<file path="src/rtl/core/msra_pkg.sv">
// shared constants, phase codes and helpers for the step response autotune block
// no dependencies
package msra_pkg;

	localparam int CountWidthDefault = 32;
	localparam int DivWidth          = 64;
	localparam int OutBits           = 200;

	localparam logic [2:0] PH_IDLE = 3'd0;
	localparam logic [2:0] PH_BASE = 3'd1;
	localparam logic [2:0] PH_STEP = 3'd2;
	localparam logic [2:0] PH_OBS  = 3'd3;
	localparam logic [2:0] PH_FIN  = 3'd4;
	localparam logic [2:0] PH_END  = 3'd5;

	localparam logic [2:0] REG_TPR  = 3'd0;
	localparam logic [2:0] REG_SMS  = 3'd1;
	localparam logic [2:0] REG_BASE = 3'd2;
	localparam logic [2:0] REG_OBS  = 3'd3;
	localparam logic [2:0] REG_MODE = 3'd4;
	localparam logic [2:0] REG_DSLO = 3'd5;
	localparam logic [2:0] REG_DMED = 3'd6;
	localparam logic [2:0] REG_DHI  = 3'd7;

	localparam logic [1:0] MODE_SLOW = 2'd0;
	localparam logic [1:0] MODE_MED  = 2'd1;

	localparam logic [15:0] IDLE_LIMIT_MS = 16'd2000;

	function automatic logic [15:0] sat16_add(input logic [15:0] a, input logic [15:0] b);
		logic [16:0] s;
		s = {1'b0, a} + {1'b0, b};
		return s[16] ? 16'hFFFF : s[15:0];
	endfunction

	function automatic logic [31:0] cap32(input logic [DivWidth-1:0] v);
		return (v > {{(DivWidth-32){1'b0}}, 32'hFFFF_FFFF}) ? 32'hFFFF_FFFF : v[31:0];
	endfunction

endpackage

</file>
<file path="src/rtl/core/msra_div.sv">
// shared restoring divider, one quotient bit per cycle
// depends on msra_pkg
module msra_div (
	input  logic                           clk,
	input  logic                           arst_n,
	input  logic                           start,
	input  logic [msra_pkg::DivWidth-1:0]  dividend,
	input  logic [msra_pkg::DivWidth-1:0]  divisor,
	output logic [msra_pkg::DivWidth-1:0]  quotient,
	output logic                           busy,
	output logic                           done
);
	import msra_pkg::*;

	localparam int CntW = $clog2(DivWidth);

	logic [DivWidth-1:0] rem_q, quo_q, dvs_q;
	logic [CntW-1:0]     cnt_q;
	logic                busy_q, done_q;
	logic [DivWidth:0]   trial;
	logic                fits;

	assign trial = {rem_q, quo_q[DivWidth-1]};
	assign fits  = trial >= {1'b0, dvs_q};

	always_ff @(posedge clk or negedge arst_n) begin
		if (!arst_n) begin
			busy_q <= 1'b0;
			done_q <= 1'b0;
			cnt_q  <= '0;
		end else begin
			done_q <= 1'b0;
			if (start && !busy_q) begin
				busy_q <= 1'b1;
				cnt_q  <= CntW'(DivWidth - 1);
			end else if (busy_q) begin
				cnt_q <= cnt_q - 1'b1;
				if (cnt_q == '0) begin
					busy_q <= 1'b0;
					done_q <= 1'b1;
				end
			end
		end
	end

	always_ff @(posedge clk) begin
		if (start && !busy_q) begin
			rem_q <= '0;
			quo_q <= dividend;
			dvs_q <= divisor;
		end else if (busy_q) begin
			rem_q <= fits ? DivWidth'(trial - {1'b0, dvs_q}) : trial[DivWidth-1:0];
			quo_q <= {quo_q[DivWidth-2:0], fits};
		end
	end

	assign quotient = quo_q;
	assign busy     = busy_q;
	assign done     = done_q;

	a_done_idle: assert property (@(posedge clk) disable iff (!arst_n) done |-> !busy)
		else $error("divider done while busy");
	a_start_busy: assert property (@(posedge clk) disable iff (!arst_n)
		(start && !busy) |=> busy) else $error("divider did not start");
	a_done_once: assert property (@(posedge clk) disable iff (!arst_n) done |=> !done)
		else $error("divider done held");

endmodule

</file>
<file path="src/rtl/core/motor_step_response_autotune_top.sv">
// Step response autotune: one encoder count word in, one result word out per sample.
// Each word goes through a small sequencer that shares one 64-bit restoring divider.
// An observe sample adds an averaging division, the sample that closes the observation
// may add a gain division as well, and the finished sample runs up to four divisions.
// The input is not ready while a word is in work; a result waits in the output register.
// depends on msra_pkg and msra_div
module motor_step_response_autotune_top #(
	parameter int COUNT_WIDTH = msra_pkg::CountWidthDefault
) (
	input  logic                          clk,
	input  logic                          arst_n,
	input  logic                          s_tvalid,
	output logic                          s_tready,
	input  logic [31:0]                   s_tdata,  // encoder_count
	output logic                          m_tvalid,
	input  logic                          m_tready,
	// drive_duty, speed_rps, phase_code, result_valid, motor_off, plant_gain,
	// time_constant_ms, feedforward_gain, proportional_gain, integral_gain, zero pad
	output logic [msra_pkg::OutBits-1:0]  m_tdata,
	input  logic                          cfg_we,
	input  logic [2:0]                    cfg_addr,
	input  logic [15:0]                   cfg_data
);
	import msra_pkg::*;

	localparam int DW = DivWidth;

	typedef enum logic [3:0] {
		S_IDLE, S_SPD0, S_SPD1, S_SPDW, S_PH, S_AVG0, S_AVGW, S_TAU, S_GW,
		S_FFW, S_KPW, S_KIS, S_KIW, S_PUSH
	} state_t;

	state_t st_q;

	logic [15:0] tpr_q, base_q, obs_q, dslo_q, dmed_q, dhi_q;
	logic [9:0]  sms_q;
	logic [1:0]  mode_q;

	logic [2:0]             phase_q;
	logic [15:0]            pt_q, it_q, total_q, step_q, since_q, tau_q;
	logic [31:0]            gain_q;
	logic [COUNT_WIDTH-1:0] prev_q, mag_q;
	logic                   neg_q;
	logic signed [47:0]     sum_q;
	logic [25:0]            den_q;
	logic [DW-1:0]          num_q, kpx_q;
	logic signed [31:0]     speed_q, avg_q;

	logic [15:0] drive_q, tauo_q;
	logic [2:0]  shown_q;
	logic        res_q, off_q;
	logic [31:0] kg_q, ff_q, kp_q, ki_q;
	logic        m_valid_q;
	logic [OutBits-1:0] m_data_q;

	logic          dv_start_q;
	logic [DW-1:0] dv_a_q, dv_b_q, dv_quo;
	logic          dv_busy, dv_done;

	msra_div u_div (
		.clk      (clk),
		.arst_n   (arst_n),
		.start    (dv_start_q),
		.dividend (dv_a_q),
		.divisor  (dv_b_q),
		.quotient (dv_quo),
		.busy     (dv_busy),
		.done     (dv_done)
	);

	logic [COUNT_WIDTH-1:0] now_w, diff_w;
	logic [15:0]            sms16, it_add, pt_add, since_add, total_add;
	logic signed [48:0]     sum_add;
	logic signed [47:0]     sum_sat;
	logic [DW-1:0]          mag64, sum_abs;
	logic signed [63:0]     lhs, rhs, sp64, av64;
	logic                   sum_neg;

	assign now_w     = s_tdata[COUNT_WIDTH-1:0];
	assign diff_w    = now_w - prev_q;
	assign sms16     = {6'd0, sms_q};
	assign it_add    = sat16_add(it_q, sms16);
	assign pt_add    = sat16_add(pt_q, sms16);
	assign since_add = sat16_add(since_q, sms16);
	assign total_add = sat16_add(total_q, 16'd1);
	assign sum_add   = {sum_q[47], sum_q} + 49'(speed_q);
	assign sum_sat   = (sum_add > 49'sd140737488355327) ? 48'sh7FFF_FFFF_FFFF :
		(sum_add < -49'sd140737488355328) ? 48'sh8000_0000_0000 : sum_add[47:0];
	assign mag64     = DW'(mag_q);
	assign sum_neg   = sum_q[47];
	assign sum_abs   = sum_neg ? DW'(-{sum_q[47], sum_q}) : DW'(sum_q);
	assign sp64      = 64'(speed_q);
	assign av64      = 64'(avg_q);
	assign lhs       = (sp64 <<< 10) - (sp64 <<< 4) - (sp64 <<< 3);
	assign rhs       = (av64 <<< 9) + (av64 <<< 7) - (av64 <<< 3);

	always_ff @(posedge clk or negedge arst_n) begin
		if (!arst_n) begin
			tpr_q  <= 16'd1;
			sms_q  <= 10'd10;
			base_q <= 16'd1000;
			obs_q  <= 16'd2000;
			mode_q <= 2'd2;
			dslo_q <= '0;
			dmed_q <= '0;
			dhi_q  <= '0;
		end else if (cfg_we) begin
			unique case (cfg_addr)
				REG_TPR:  tpr_q  <= cfg_data;
				REG_SMS:  sms_q  <= cfg_data[9:0];
				REG_BASE: base_q <= cfg_data;
				REG_OBS:  obs_q  <= cfg_data;
				REG_MODE: mode_q <= cfg_data[1:0];
				REG_DSLO: dslo_q <= cfg_data;
				REG_DMED: dmed_q <= cfg_data;
				REG_DHI:  dhi_q  <= cfg_data;
				default:  ;
			endcase
		end
	end

	always_ff @(posedge clk or negedge arst_n) begin
		if (!arst_n) begin
			st_q       <= S_IDLE;
			phase_q    <= PH_IDLE;
			pt_q       <= '0;
			it_q       <= '0;
			prev_q     <= '0;
			sum_q      <= '0;
			total_q    <= '0;
			step_q     <= '0;
			since_q    <= '0;
			tau_q      <= '0;
			gain_q     <= '0;
			dv_start_q <= 1'b0;
			m_valid_q  <= 1'b0;
		end else begin
			dv_start_q <= 1'b0;
			if (m_valid_q && m_tready)
				m_valid_q <= 1'b0;
			unique case (st_q)
				S_IDLE: begin
					if (s_tvalid) begin
						prev_q <= now_w;
						neg_q  <= diff_w[COUNT_WIDTH-1];
						mag_q  <= diff_w[COUNT_WIDTH-1] ? -diff_w : diff_w;
						st_q   <= S_SPD0;
					end
				end
				S_SPD0: begin
					den_q <= 26'(tpr_q) * 26'(sms_q);
					num_q <= ((mag64 << 10) - (mag64 << 4) - (mag64 << 3)) << 16;
					st_q  <= S_SPD1;
				end
				S_SPD1: begin
					if (mag_q == '0) begin
						speed_q <= '0;
						st_q    <= S_PH;
					end else if (den_q == '0) begin
						speed_q <= neg_q ? 32'sh8000_0000 : 32'sh7FFF_FFFF;
						st_q    <= S_PH;
					end else begin
						dv_a_q     <= num_q;
						dv_b_q     <= DW'(den_q);
						dv_start_q <= 1'b1;
						st_q       <= S_SPDW;
					end
				end
				S_SPDW: begin
					if (dv_done) begin
						if (neg_q)
							speed_q <= (dv_quo >= DW'(64'h8000_0000)) ? 32'sh8000_0000 :
								-dv_quo[31:0];
						else
							speed_q <= (dv_quo > DW'(64'h7FFF_FFFF)) ? 32'sh7FFF_FFFF :
								dv_quo[31:0];
						st_q <= S_PH;
					end
				end
				S_PH: begin
					shown_q <= phase_q;
					drive_q <= '0;
					res_q   <= 1'b0;
					off_q   <= 1'b0;
					kg_q    <= '0;
					tauo_q  <= '0;
					ff_q    <= '0;
					kp_q    <= '0;
					ki_q    <= '0;
					st_q    <= S_PUSH;
					unique case (phase_q)
						PH_IDLE: begin
							pt_q <= '0;
							if (it_add >= IDLE_LIMIT_MS) begin
								it_q    <= '0;
								phase_q <= PH_BASE;
							end else begin
								it_q <= it_add;
							end
						end
						PH_BASE: begin
							sum_q   <= '0;
							total_q <= '0;
							tau_q   <= '0;
							gain_q  <= '0;
							since_q <= '0;
							if (pt_add >= base_q) begin
								pt_q    <= '0;
								phase_q <= PH_STEP;
							end else begin
								pt_q <= pt_add;
							end
						end
						PH_STEP: begin
							case (mode_q)
								MODE_SLOW: begin
									step_q  <= dslo_q;
									drive_q <= dslo_q;
								end
								MODE_MED: begin
									step_q  <= dmed_q;
									drive_q <= dmed_q;
								end
								default: begin
									step_q  <= dhi_q;
									drive_q <= dhi_q;
								end
							endcase
							since_q <= '0;
							phase_q <= PH_OBS;
						end
						PH_OBS: begin
							drive_q <= step_q;
							pt_q    <= pt_add;
							since_q <= since_add;
							sum_q   <= sum_sat;
							total_q <= total_add;
							st_q    <= S_AVG0;
						end
						PH_FIN: begin
							kg_q    <= gain_q;
							tauo_q  <= tau_q;
							res_q   <= 1'b1;
							off_q   <= 1'b1;
							pt_q    <= '0;
							phase_q <= PH_END;
							if (gain_q == '0) begin
								ff_q <= 32'hFFFF_FFFF;
								kp_q <= 32'hFFFF_FFFF;
								ki_q <= 32'hFFFF_FFFF;
							end else begin
								dv_a_q     <= DW'(64'h1_0000_0000);
								dv_b_q     <= DW'(gain_q);
								dv_start_q <= 1'b1;
								st_q       <= S_FFW;
							end
						end
						default: begin
							off_q   <= 1'b1;
							phase_q <= PH_END;
							shown_q <= PH_END;
						end
					endcase
				end
				S_AVG0: begin
					dv_a_q     <= sum_abs;
					dv_b_q     <= DW'(total_q);
					dv_start_q <= 1'b1;
					st_q       <= S_AVGW;
				end
				S_AVGW: begin
					if (dv_done) begin
						if (sum_neg)
							avg_q <= (dv_quo >= DW'(64'h8000_0000)) ? 32'sh8000_0000 :
								-dv_quo[31:0];
						else
							avg_q <= (dv_quo > DW'(64'h7FFF_FFFF)) ? 32'sh7FFF_FFFF :
								dv_quo[31:0];
						st_q <= S_TAU;
					end
				end
				S_TAU: begin
					st_q <= S_PUSH;
					if (tau_q == '0 && lhs >= rhs)
						tau_q <= since_q;
					if (pt_q >= obs_q) begin
						if (avg_q <= 0 || step_q == '0) begin
							gain_q  <= (avg_q <= 0) ? 32'd0 : 32'hFFFF_FFFF;
							phase_q <= PH_FIN;
							pt_q    <= '0;
						end else begin
							dv_a_q     <= DW'(avg_q) << 8;
							dv_b_q     <= DW'(step_q);
							dv_start_q <= 1'b1;
							st_q       <= S_GW;
						end
					end
				end
				S_GW: begin
					if (dv_done) begin
						gain_q  <= cap32(dv_quo);
						phase_q <= PH_FIN;
						pt_q    <= '0;
						st_q    <= S_PUSH;
					end
				end
				S_FFW: begin
					if (dv_done) begin
						ff_q       <= cap32(dv_quo);
						dv_a_q     <= DW'(tau_q) << 32;
						dv_b_q     <= (DW'(gain_q) << 6) + (DW'(gain_q) << 5) + (DW'(gain_q) << 2);
						dv_start_q <= 1'b1;
						st_q       <= S_KPW;
					end
				end
				S_KPW: begin
					if (dv_done) begin
						kpx_q <= dv_quo;
						kp_q  <= cap32(dv_quo);
						if (tau_q == '0) begin
							ki_q <= 32'hFFFF_FFFF;
							st_q <= S_PUSH;
						end else begin
							st_q <= S_KIS;
						end
					end
				end
				S_KIS: begin
					dv_a_q     <= (kpx_q << 8) - (kpx_q << 2) - (kpx_q << 1);
					dv_b_q     <= DW'(tau_q);
					dv_start_q <= 1'b1;
					st_q       <= S_KIW;
				end
				S_KIW: begin
					if (dv_done) begin
						ki_q <= cap32(dv_quo);
						st_q <= S_PUSH;
					end
				end
				S_PUSH: begin
					if (!m_valid_q || m_tready) begin
						m_valid_q <= 1'b1;
						m_data_q  <= {3'd0, ki_q, kp_q, ff_q, tauo_q, kg_q, off_q, res_q,
							shown_q, speed_q, drive_q};
						st_q      <= S_IDLE;
					end
				end
				default: st_q <= S_IDLE;
			endcase
		end
	end

	assign s_tready = (st_q == S_IDLE);
	assign m_tvalid = m_valid_q;
	assign m_tdata  = m_data_q;

	a_idle_div: assert property (@(posedge clk) disable iff (!arst_n)
		(st_q == S_IDLE) |-> !dv_busy) else $error("divider busy while idle");
	a_push_src: assert property (@(posedge clk) disable iff (!arst_n)
		$rose(m_valid_q) |-> $past(st_q == S_PUSH)) else $error("word from wrong state");
	a_res_off: assert property (@(posedge clk) disable iff (!arst_n)
		(st_q == S_PUSH && res_q) |-> (off_q && drive_q == '0)) else $error("drive on result");

endmodule
</file>
<file path="config.mk">
export PLATFORM = sky130hd
export DESIGN_NAME = motor_step_response_autotune_top
export DESIGN_NICKNAME = d
export VERILOG_FILES = /design/src/rtl/core/msra_pkg.sv /design/src/rtl/core/msra_div.sv /design/src/rtl/core/motor_step_response_autotune_top.sv
export SDC_FILE = /design/constraint.sdc
export NUM_CORES = 2
export LEC_CHECK = 0
export ABC_AREA = 1
export BUFFER_PORTS_ARGS = -buffer_cell sky130_fd_sc_hd__clkbuf_2
export CORE_ASPECT_RATIO = 1.75
export CORE_MARGIN = 1
export CORE_UTILIZATION = 48
export DETAILED_ROUTE_END_ITERATION = 7
export GPL_TIMING_DRIVEN = 0
export PLACE_DENSITY = 0.73
export SETUP_SLACK_MARGIN = 0.3
export SLEW_MARGIN = 5
export SYNTH_ARGS = -nofsm -noshare
export SYNTH_HDL_FRONTEND = slang
export SYNTH_SLANG_ARGS = --single-unit
</file>
<file path="constraint.sdc">
create_clock -name clk -period 20.1 [get_ports clk]
set_clock_uncertainty 0.1 [all_clocks]
set_input_delay 4.02 -clock clk [delete_from_list [all_inputs] [get_ports clk]]
set_output_delay 4.02 -clock clk [all_outputs]
set_load 0.01 [all_outputs]
</file>
# ---- Word level (Yosys, flattened, before mapping)
# Cells that the tools add are included.
dict set report classes {
  n_addsub 21
  mul 1
  n_lt_le_gt_ge 11
  n_eq_ne 49
  n_mux 108
  n_reduce_logical 62
}
# operator count
set op_table {}
lappend op_table {{64-bit two-way mux} 18}
lappend op_table {{64-bit one-hot mux with 6 select lines} 2}
lappend op_table {{32-bit two-way mux} 18}
lappend op_table {{32-bit one-hot mux with 2 select lines} 3}
lappend op_table {{32-bit one-hot mux with 3 select lines} 2}
lappend op_table {{64-bit subtractor} 3}
lappend op_table {{16-bit two-way mux} 11}
lappend op_table {{16-bit one-hot mux with 2 select lines} 5}
lappend op_table {{48-bit two-way mux} 2}
lappend op_table {{16-bit one-hot mux with 3 select lines} 2}
lappend op_table {{48-bit one-hot mux with 2 select lines} 1}
lappend op_table {{42-bit by 36-bit subtractor with 43-bit output} 2}
lappend op_table {{65-bit by 64-bit >= comparator with 1-bit output} 1}
lappend op_table {{64-bit by 32-bit >= comparator with 1-bit output, second input constant} 1}
lappend op_table {{64-bit by 31-bit > comparator with 1-bit output, second input constant} 1}
lappend op_table {{64-bit by 32-bit > comparator with 1-bit output, second input constant} 1}
lappend op_table {{32-bit zero test} 2}
lappend op_table {{32-bit negation} 2}
lappend op_table {{49-bit negation with 64-bit output} 1}
lappend op_table {{4-bit one-hot mux with 13 select lines} 1}
lappend op_table {{16-bit by 10-bit adder with 17-bit output} 3}
lappend op_table {{48-bit by 32-bit adder with 49-bit output} 1}
lappend op_table {{49-bit by 48-bit > comparator with 1-bit output, second input constant} 1}
lappend op_table {{49-bit by 48-bit less-than comparator with 1-bit output, second input constant} 1}
lappend op_table {{other kinds (56)} 167}
dict set report totals {
  reg_bits 1249
  inputBits 56
  output_inout_bits 202
  wordCells 299
}

# ---- Depth between registers and ports, before layout
dict set report depth {
  depth_word 6
  mapped_depth 30
}

# ---- Modules after synthesis
# Synthesis repeated with hierarchy kept, for this count alone.
dict set report hier_totals {
  cells_unflattened 10975
  hier_area_um2 87356.3
}
# mod n_inst cells_each area_each_um2
set modules_own_cells {}
lappend modules_own_cells {motor_step_response_autotune_top 1 8800 73103.9}
lappend modules_own_cells {msra_div 1 2175 14252.4}

# ---- Least setup slack after synthesis
# Ideal clock, no wire load.
dict set report synth_path {
  path_kind {input to register}
  start {in arst_n}
  end {reg m_data_q[0], in the netlist m_tdata[0] (enable)}
  setup_time_ns 0.996
  t_arrival_ns 17.364
  required_time_ns 19.004
  path_slack_ns 1.641
  stages 2
  cell_sequence {inv_1 > nor3_1}
}
dict set report synth_between {
  elab_chain_cells 1
}
# item line_no
set synth_lines {}
lappend synth_lines {{from (decl)} motor_step_response_autotune_top.sv:11} ;# input logic arst_n,
lappend synth_lines {{3-bit AND reduction (no source line)} n/a}
lappend synth_lines {{to (signal assigned)} motor_step_response_autotune_top.sv:343} ;# m_data_q <= {3'd0, ki_q, kp_q, ff_q, tauo_q, kg_q, off_q, res_q,
lappend synth_lines {{to (decl)} motor_step_response_autotune_top.sv:54} ;# logic [OutBits-1:0] m_data_q;
# Every way passes these cells.
# A chain may end at the register's enable or synchronous reset.

# ---- Final worst setup path
dict set report layout_path {
  start {in arst_n}
  end {reg m_data_q[17], in the netlist m_tdata[17] (enable)}
}
# The elaborated chain is that of the path after synthesis.

==> results.sh <==
export IMPL_cts_sinks=1192
export IMPL_ys_seq_area_frac=0.400
export IMPL_grt_pass1_wl_um=472000
export IMPL_grt_ovfl_total=0
export IMPL_clkTransAtPathRegs_ns=0.07
export IMPL_globalplace_congestion=1.05
export IMPL_coreArea_mm2=0.173
export IMPL_ioPinCount=258
export IMPL_initial_core_util=0.484
export IMPL_ys_flop_type="edfxtp_1"
export IMPL_rows=202
export IMPL_wl_per_cell_um=25.1
export IMPL_routed_wirelength_um=325000
export IMPL_final_cell_mix="2180 x nand2_1, 1373 x inv_1, 962 x nor2_1, 846 x o21ai_0, 795 x edfxtp_1"
export IMPL_yosysWarnings=0
export IMPL_cts_tree="built"
export IMPL_path_class="in -> reg"
export IMPL_endpoint_kind="register"
export IMPL_final_layout_size_suffix_gt1_frac=0.0664
export IMPL_wl_met2_um=163000
export IMPL_dieArea_mm2=0.176
export IMPL_clkLatencyLatePin_ns=0.80
export IMPL_relSlewSlack=0.0197
export IMPL_cts_hold_fix_buffers=0
export IMPL_synth_edff_count=795
export IMPL_p_total_mw=12.0
export IMPL_cp_start_kind="primary input"
export IMPL_arrival_ns=7.74
export IMPL_cts_buffers=112
export IMPL_cts_resized=0
export IMPL_synthCells=10181
export IMPL_hold_path_class="reg -> reg"
export IMPL_crit_path_max_fanout=88
export IMPL_worst_slack_ns=12.68
export IMPL_max_freq_mhz=135
export IMPL_vdd_drop_max_mv=0.107
export IMPL_vias_per_cell=5.79
export IMPL_status="complete, no violations"
export IMPL_grt_max_degree=97
export IMPL_syn_avg_cell_area_um2=8.23
export IMPL_reg2reg_from="speed_q[9]$_DFFE_PP_"
export IMPL_die_w_um=318
export IMPL_drt_iter0_markers=6320
export IMPL_finalCritPeriodShare=0.369
export IMPL_route_layer_met1_wl_um=108000
export IMPL_drv_slew=0
export IMPL_ctsLongestPathBuffers=3
export IMPL_hp_start="dv_b_q[12]$_DFFE_PP_"
export IMPL_ant_nets=0
export IMPL_final_common_cell="nand2_1"
export IMPL_drt_pass1_iter_count=7
export IMPL_remaining_drc_errors=0
export IMPL_fin_crit_ns=7.42
export IMPL_grtUsageTotal=0.364
export IMPL_nNetsFinal=11449
export IMPL_highest_layer="met5"
export IMPL_max_slew_worst_pin_slew_ns=1.47
export IMPL_finalSetupViolCount=0
export IMPL_num_vias=74900
export IMPL_port_buffers=254
export IMPL_post_place_ws_ns=11.93
export IMPL_grt_pass1_vias=75005
export IMPL_async_reset_ff_frac=0.279
export IMPL_drv_cap=0
export IMPL_die_h_um=555
export IMPL_met3_length_um=18900
export IMPL_cts_max_level=3
export IMPL_postCtsSetupRepairBufs=0
export IMPL_cp_startpoint="arst_n"
export IMPL_hold_violations=0
export IMPL_cp_data_required_time_ns=20.42
export IMPL_netlist_area_mm2=0.0838
export IMPL_powerDensity_mw_per_mm2=130
export IMPL_antenna_found_initial=12
export IMPL_leakagePower_nw=41.3
export IMPL_dp_hpwl_um=267000
export IMPL_seq_area_mm2=0.0335
export IMPL_ys_ff_latch=1192
export IMPL_grt_setup_unrepaired="no"
export IMPL_synthDistinctLibCells=88
export IMPL_syn_to_final_growth_pct=10.3
export IMPL_cts_root_buf="clkbuf_16"
export IMPL_multiInputGateArea_mm2=0.0440
export IMPL_fillers=16259
[sequential cells by signal, summed over array words and instances, names as in the netlist, 32 cells and up]
register,cells
u_div.rem_q,64
mag_q,32
ki_q,32
u_div.dvs_q,39
ff_q,32
kg_q,32
dv_b_q,39
speed_q,32
num_q,41
avg_q,32
prev_q,32
sum_q,48
u_div.quotient,64
gain_q,32
kp_q,32
dv_a_q,64
m_tdata,197
kpx_q,63
[cells in the mapped netlist (9+ instances only)]
cell	number	area, um2
nand2_1	2180	8180
inv_1	1373	5150
nor2_1	968	3630
o21ai_0	846	4230
edfxtp_1	795	23900
a21oi_1	760	3800
ha_1	548	6860
nand3_1	455	2280
dfrtp_1	317	7930
fa_1	254	5080
xor2_1	212	1860
clkbuf_1	202	758
nand4_1	152	951
xnor2_1	123	1080
nor3_1	113	566
o211ai_1	89	668
a21o_1	67	503
dfxtp_1	64	1280
nor4_1	57	357
o22ai_1	55	344
a31oi_1	49	307
o21bai_1	35	263
o21ai_1	34	170
or2_2	27	169
o21a_1	26	195
buf_2	25	125
nand3b_1	25	188
a21boi_0	20	150
inv_2	19	71.3
o2111ai_1	19	166
a221oi_1	17	149
dfstp_2	16	420
nand2_2	16	100
nor2_2	16	100
mux2i_1	15	150
buf_1	14	52.6
o31ai_1	13	97.6
buf_4	12	90.1
nor3_2	12	120
o221ai_1	12	105
nand3_2	10	100
a211oi_1	9	67.6
[critical path, stage by stage]
cell	delay, ns
clkbuf_8	0.46
buf_16	0.39
inv_1	0.55
nor3_2	0.91
buf_6	0.26
buf_4	0.23
buf_4	0.25
buf_6	0.17
buf_6	0.15
buf_4	0.22
[kinds of logic (layout without fill, tap and decap cells)]
kind of cell	Yosys count	count (layout)	synth area share
other	1	8	0.0000448
AND/OR/NAND/NOR	4066	4066	0.204
adder cells (fa/ha/maj)	802	802	0.143
buffers and inverters	1658	2163	0.0757
flip-flops	1192	1192	0.400
XOR/XNOR	341	341	0.0362
multiplexers	16	16	0.00193
AO/OA/AOI/OAI	2105	2105	0.140
[power by group]
group | total, mW | internal [mW] | switching, mW
logic | 5.96 | 1.84 | 4.12
clock network | 2.24 | 1.21 | 1.03
registers | 3.79 | 3.35 | 0.447
[per-stage QoR]
step	util	cells	TNS, ns	hold WS [ns]	instance area (um2)
after detailed placement	0.511	12720	0	0.305	88500
after global routing	0.534	12933	0	0.319	92400
after global placement	0.508	12681	-3057.47	0.301	87900
final	0.534	12937	0	0.313	92400
after CTS	0.534	12931	0	0.308	92400
after floorplan	-	10183	0	0.300	83800
[path summary, 6_finish.rpt]
path	cells past startpoint	slack (ns)	endpoint
min in group asynchronous	1	3.16	prev_q[12]$_DFFE_PN0P_
max in group asynchronous	3	15.38	base_q[12]$_DFFE_PN0P_
worst max register to register	22	12.86	tau_q[13]$_DFFE_PN0P_
worst max-delay path	10	12.68	m_tdata[17]$_DFFE_PP_
worst min-delay path	0	0.31	u_div.dvs_q[12]$_DFFE_PP_
worst min register to register	0	0.31	u_div.dvs_q[12]$_DFFE_PP_
[routing by layer]
layer | vias up | track usage
met4 | 10 | 0.332
met3 | 1060 | 0.0495
met1 | 35768 | 0.366
met2 | 3047 | 0.651
li1 | 35015 | -
met5 | - | 0.00219
[final cells by class]
cell class                      count  area share
Multi-Input combinational cell   7333       0.476
Sequential cell                  1192       0.363
Inverter                         1398      0.0568
Clock buffer                      130      0.0316
Tap cell                         2244      0.0304
Timing Repair Buffer              294      0.0201
Buffer                            260      0.0119
Clock inverter                     81      0.0101
Antenna cell                        5    0.000135
Power figures use the tool's default switching activity.
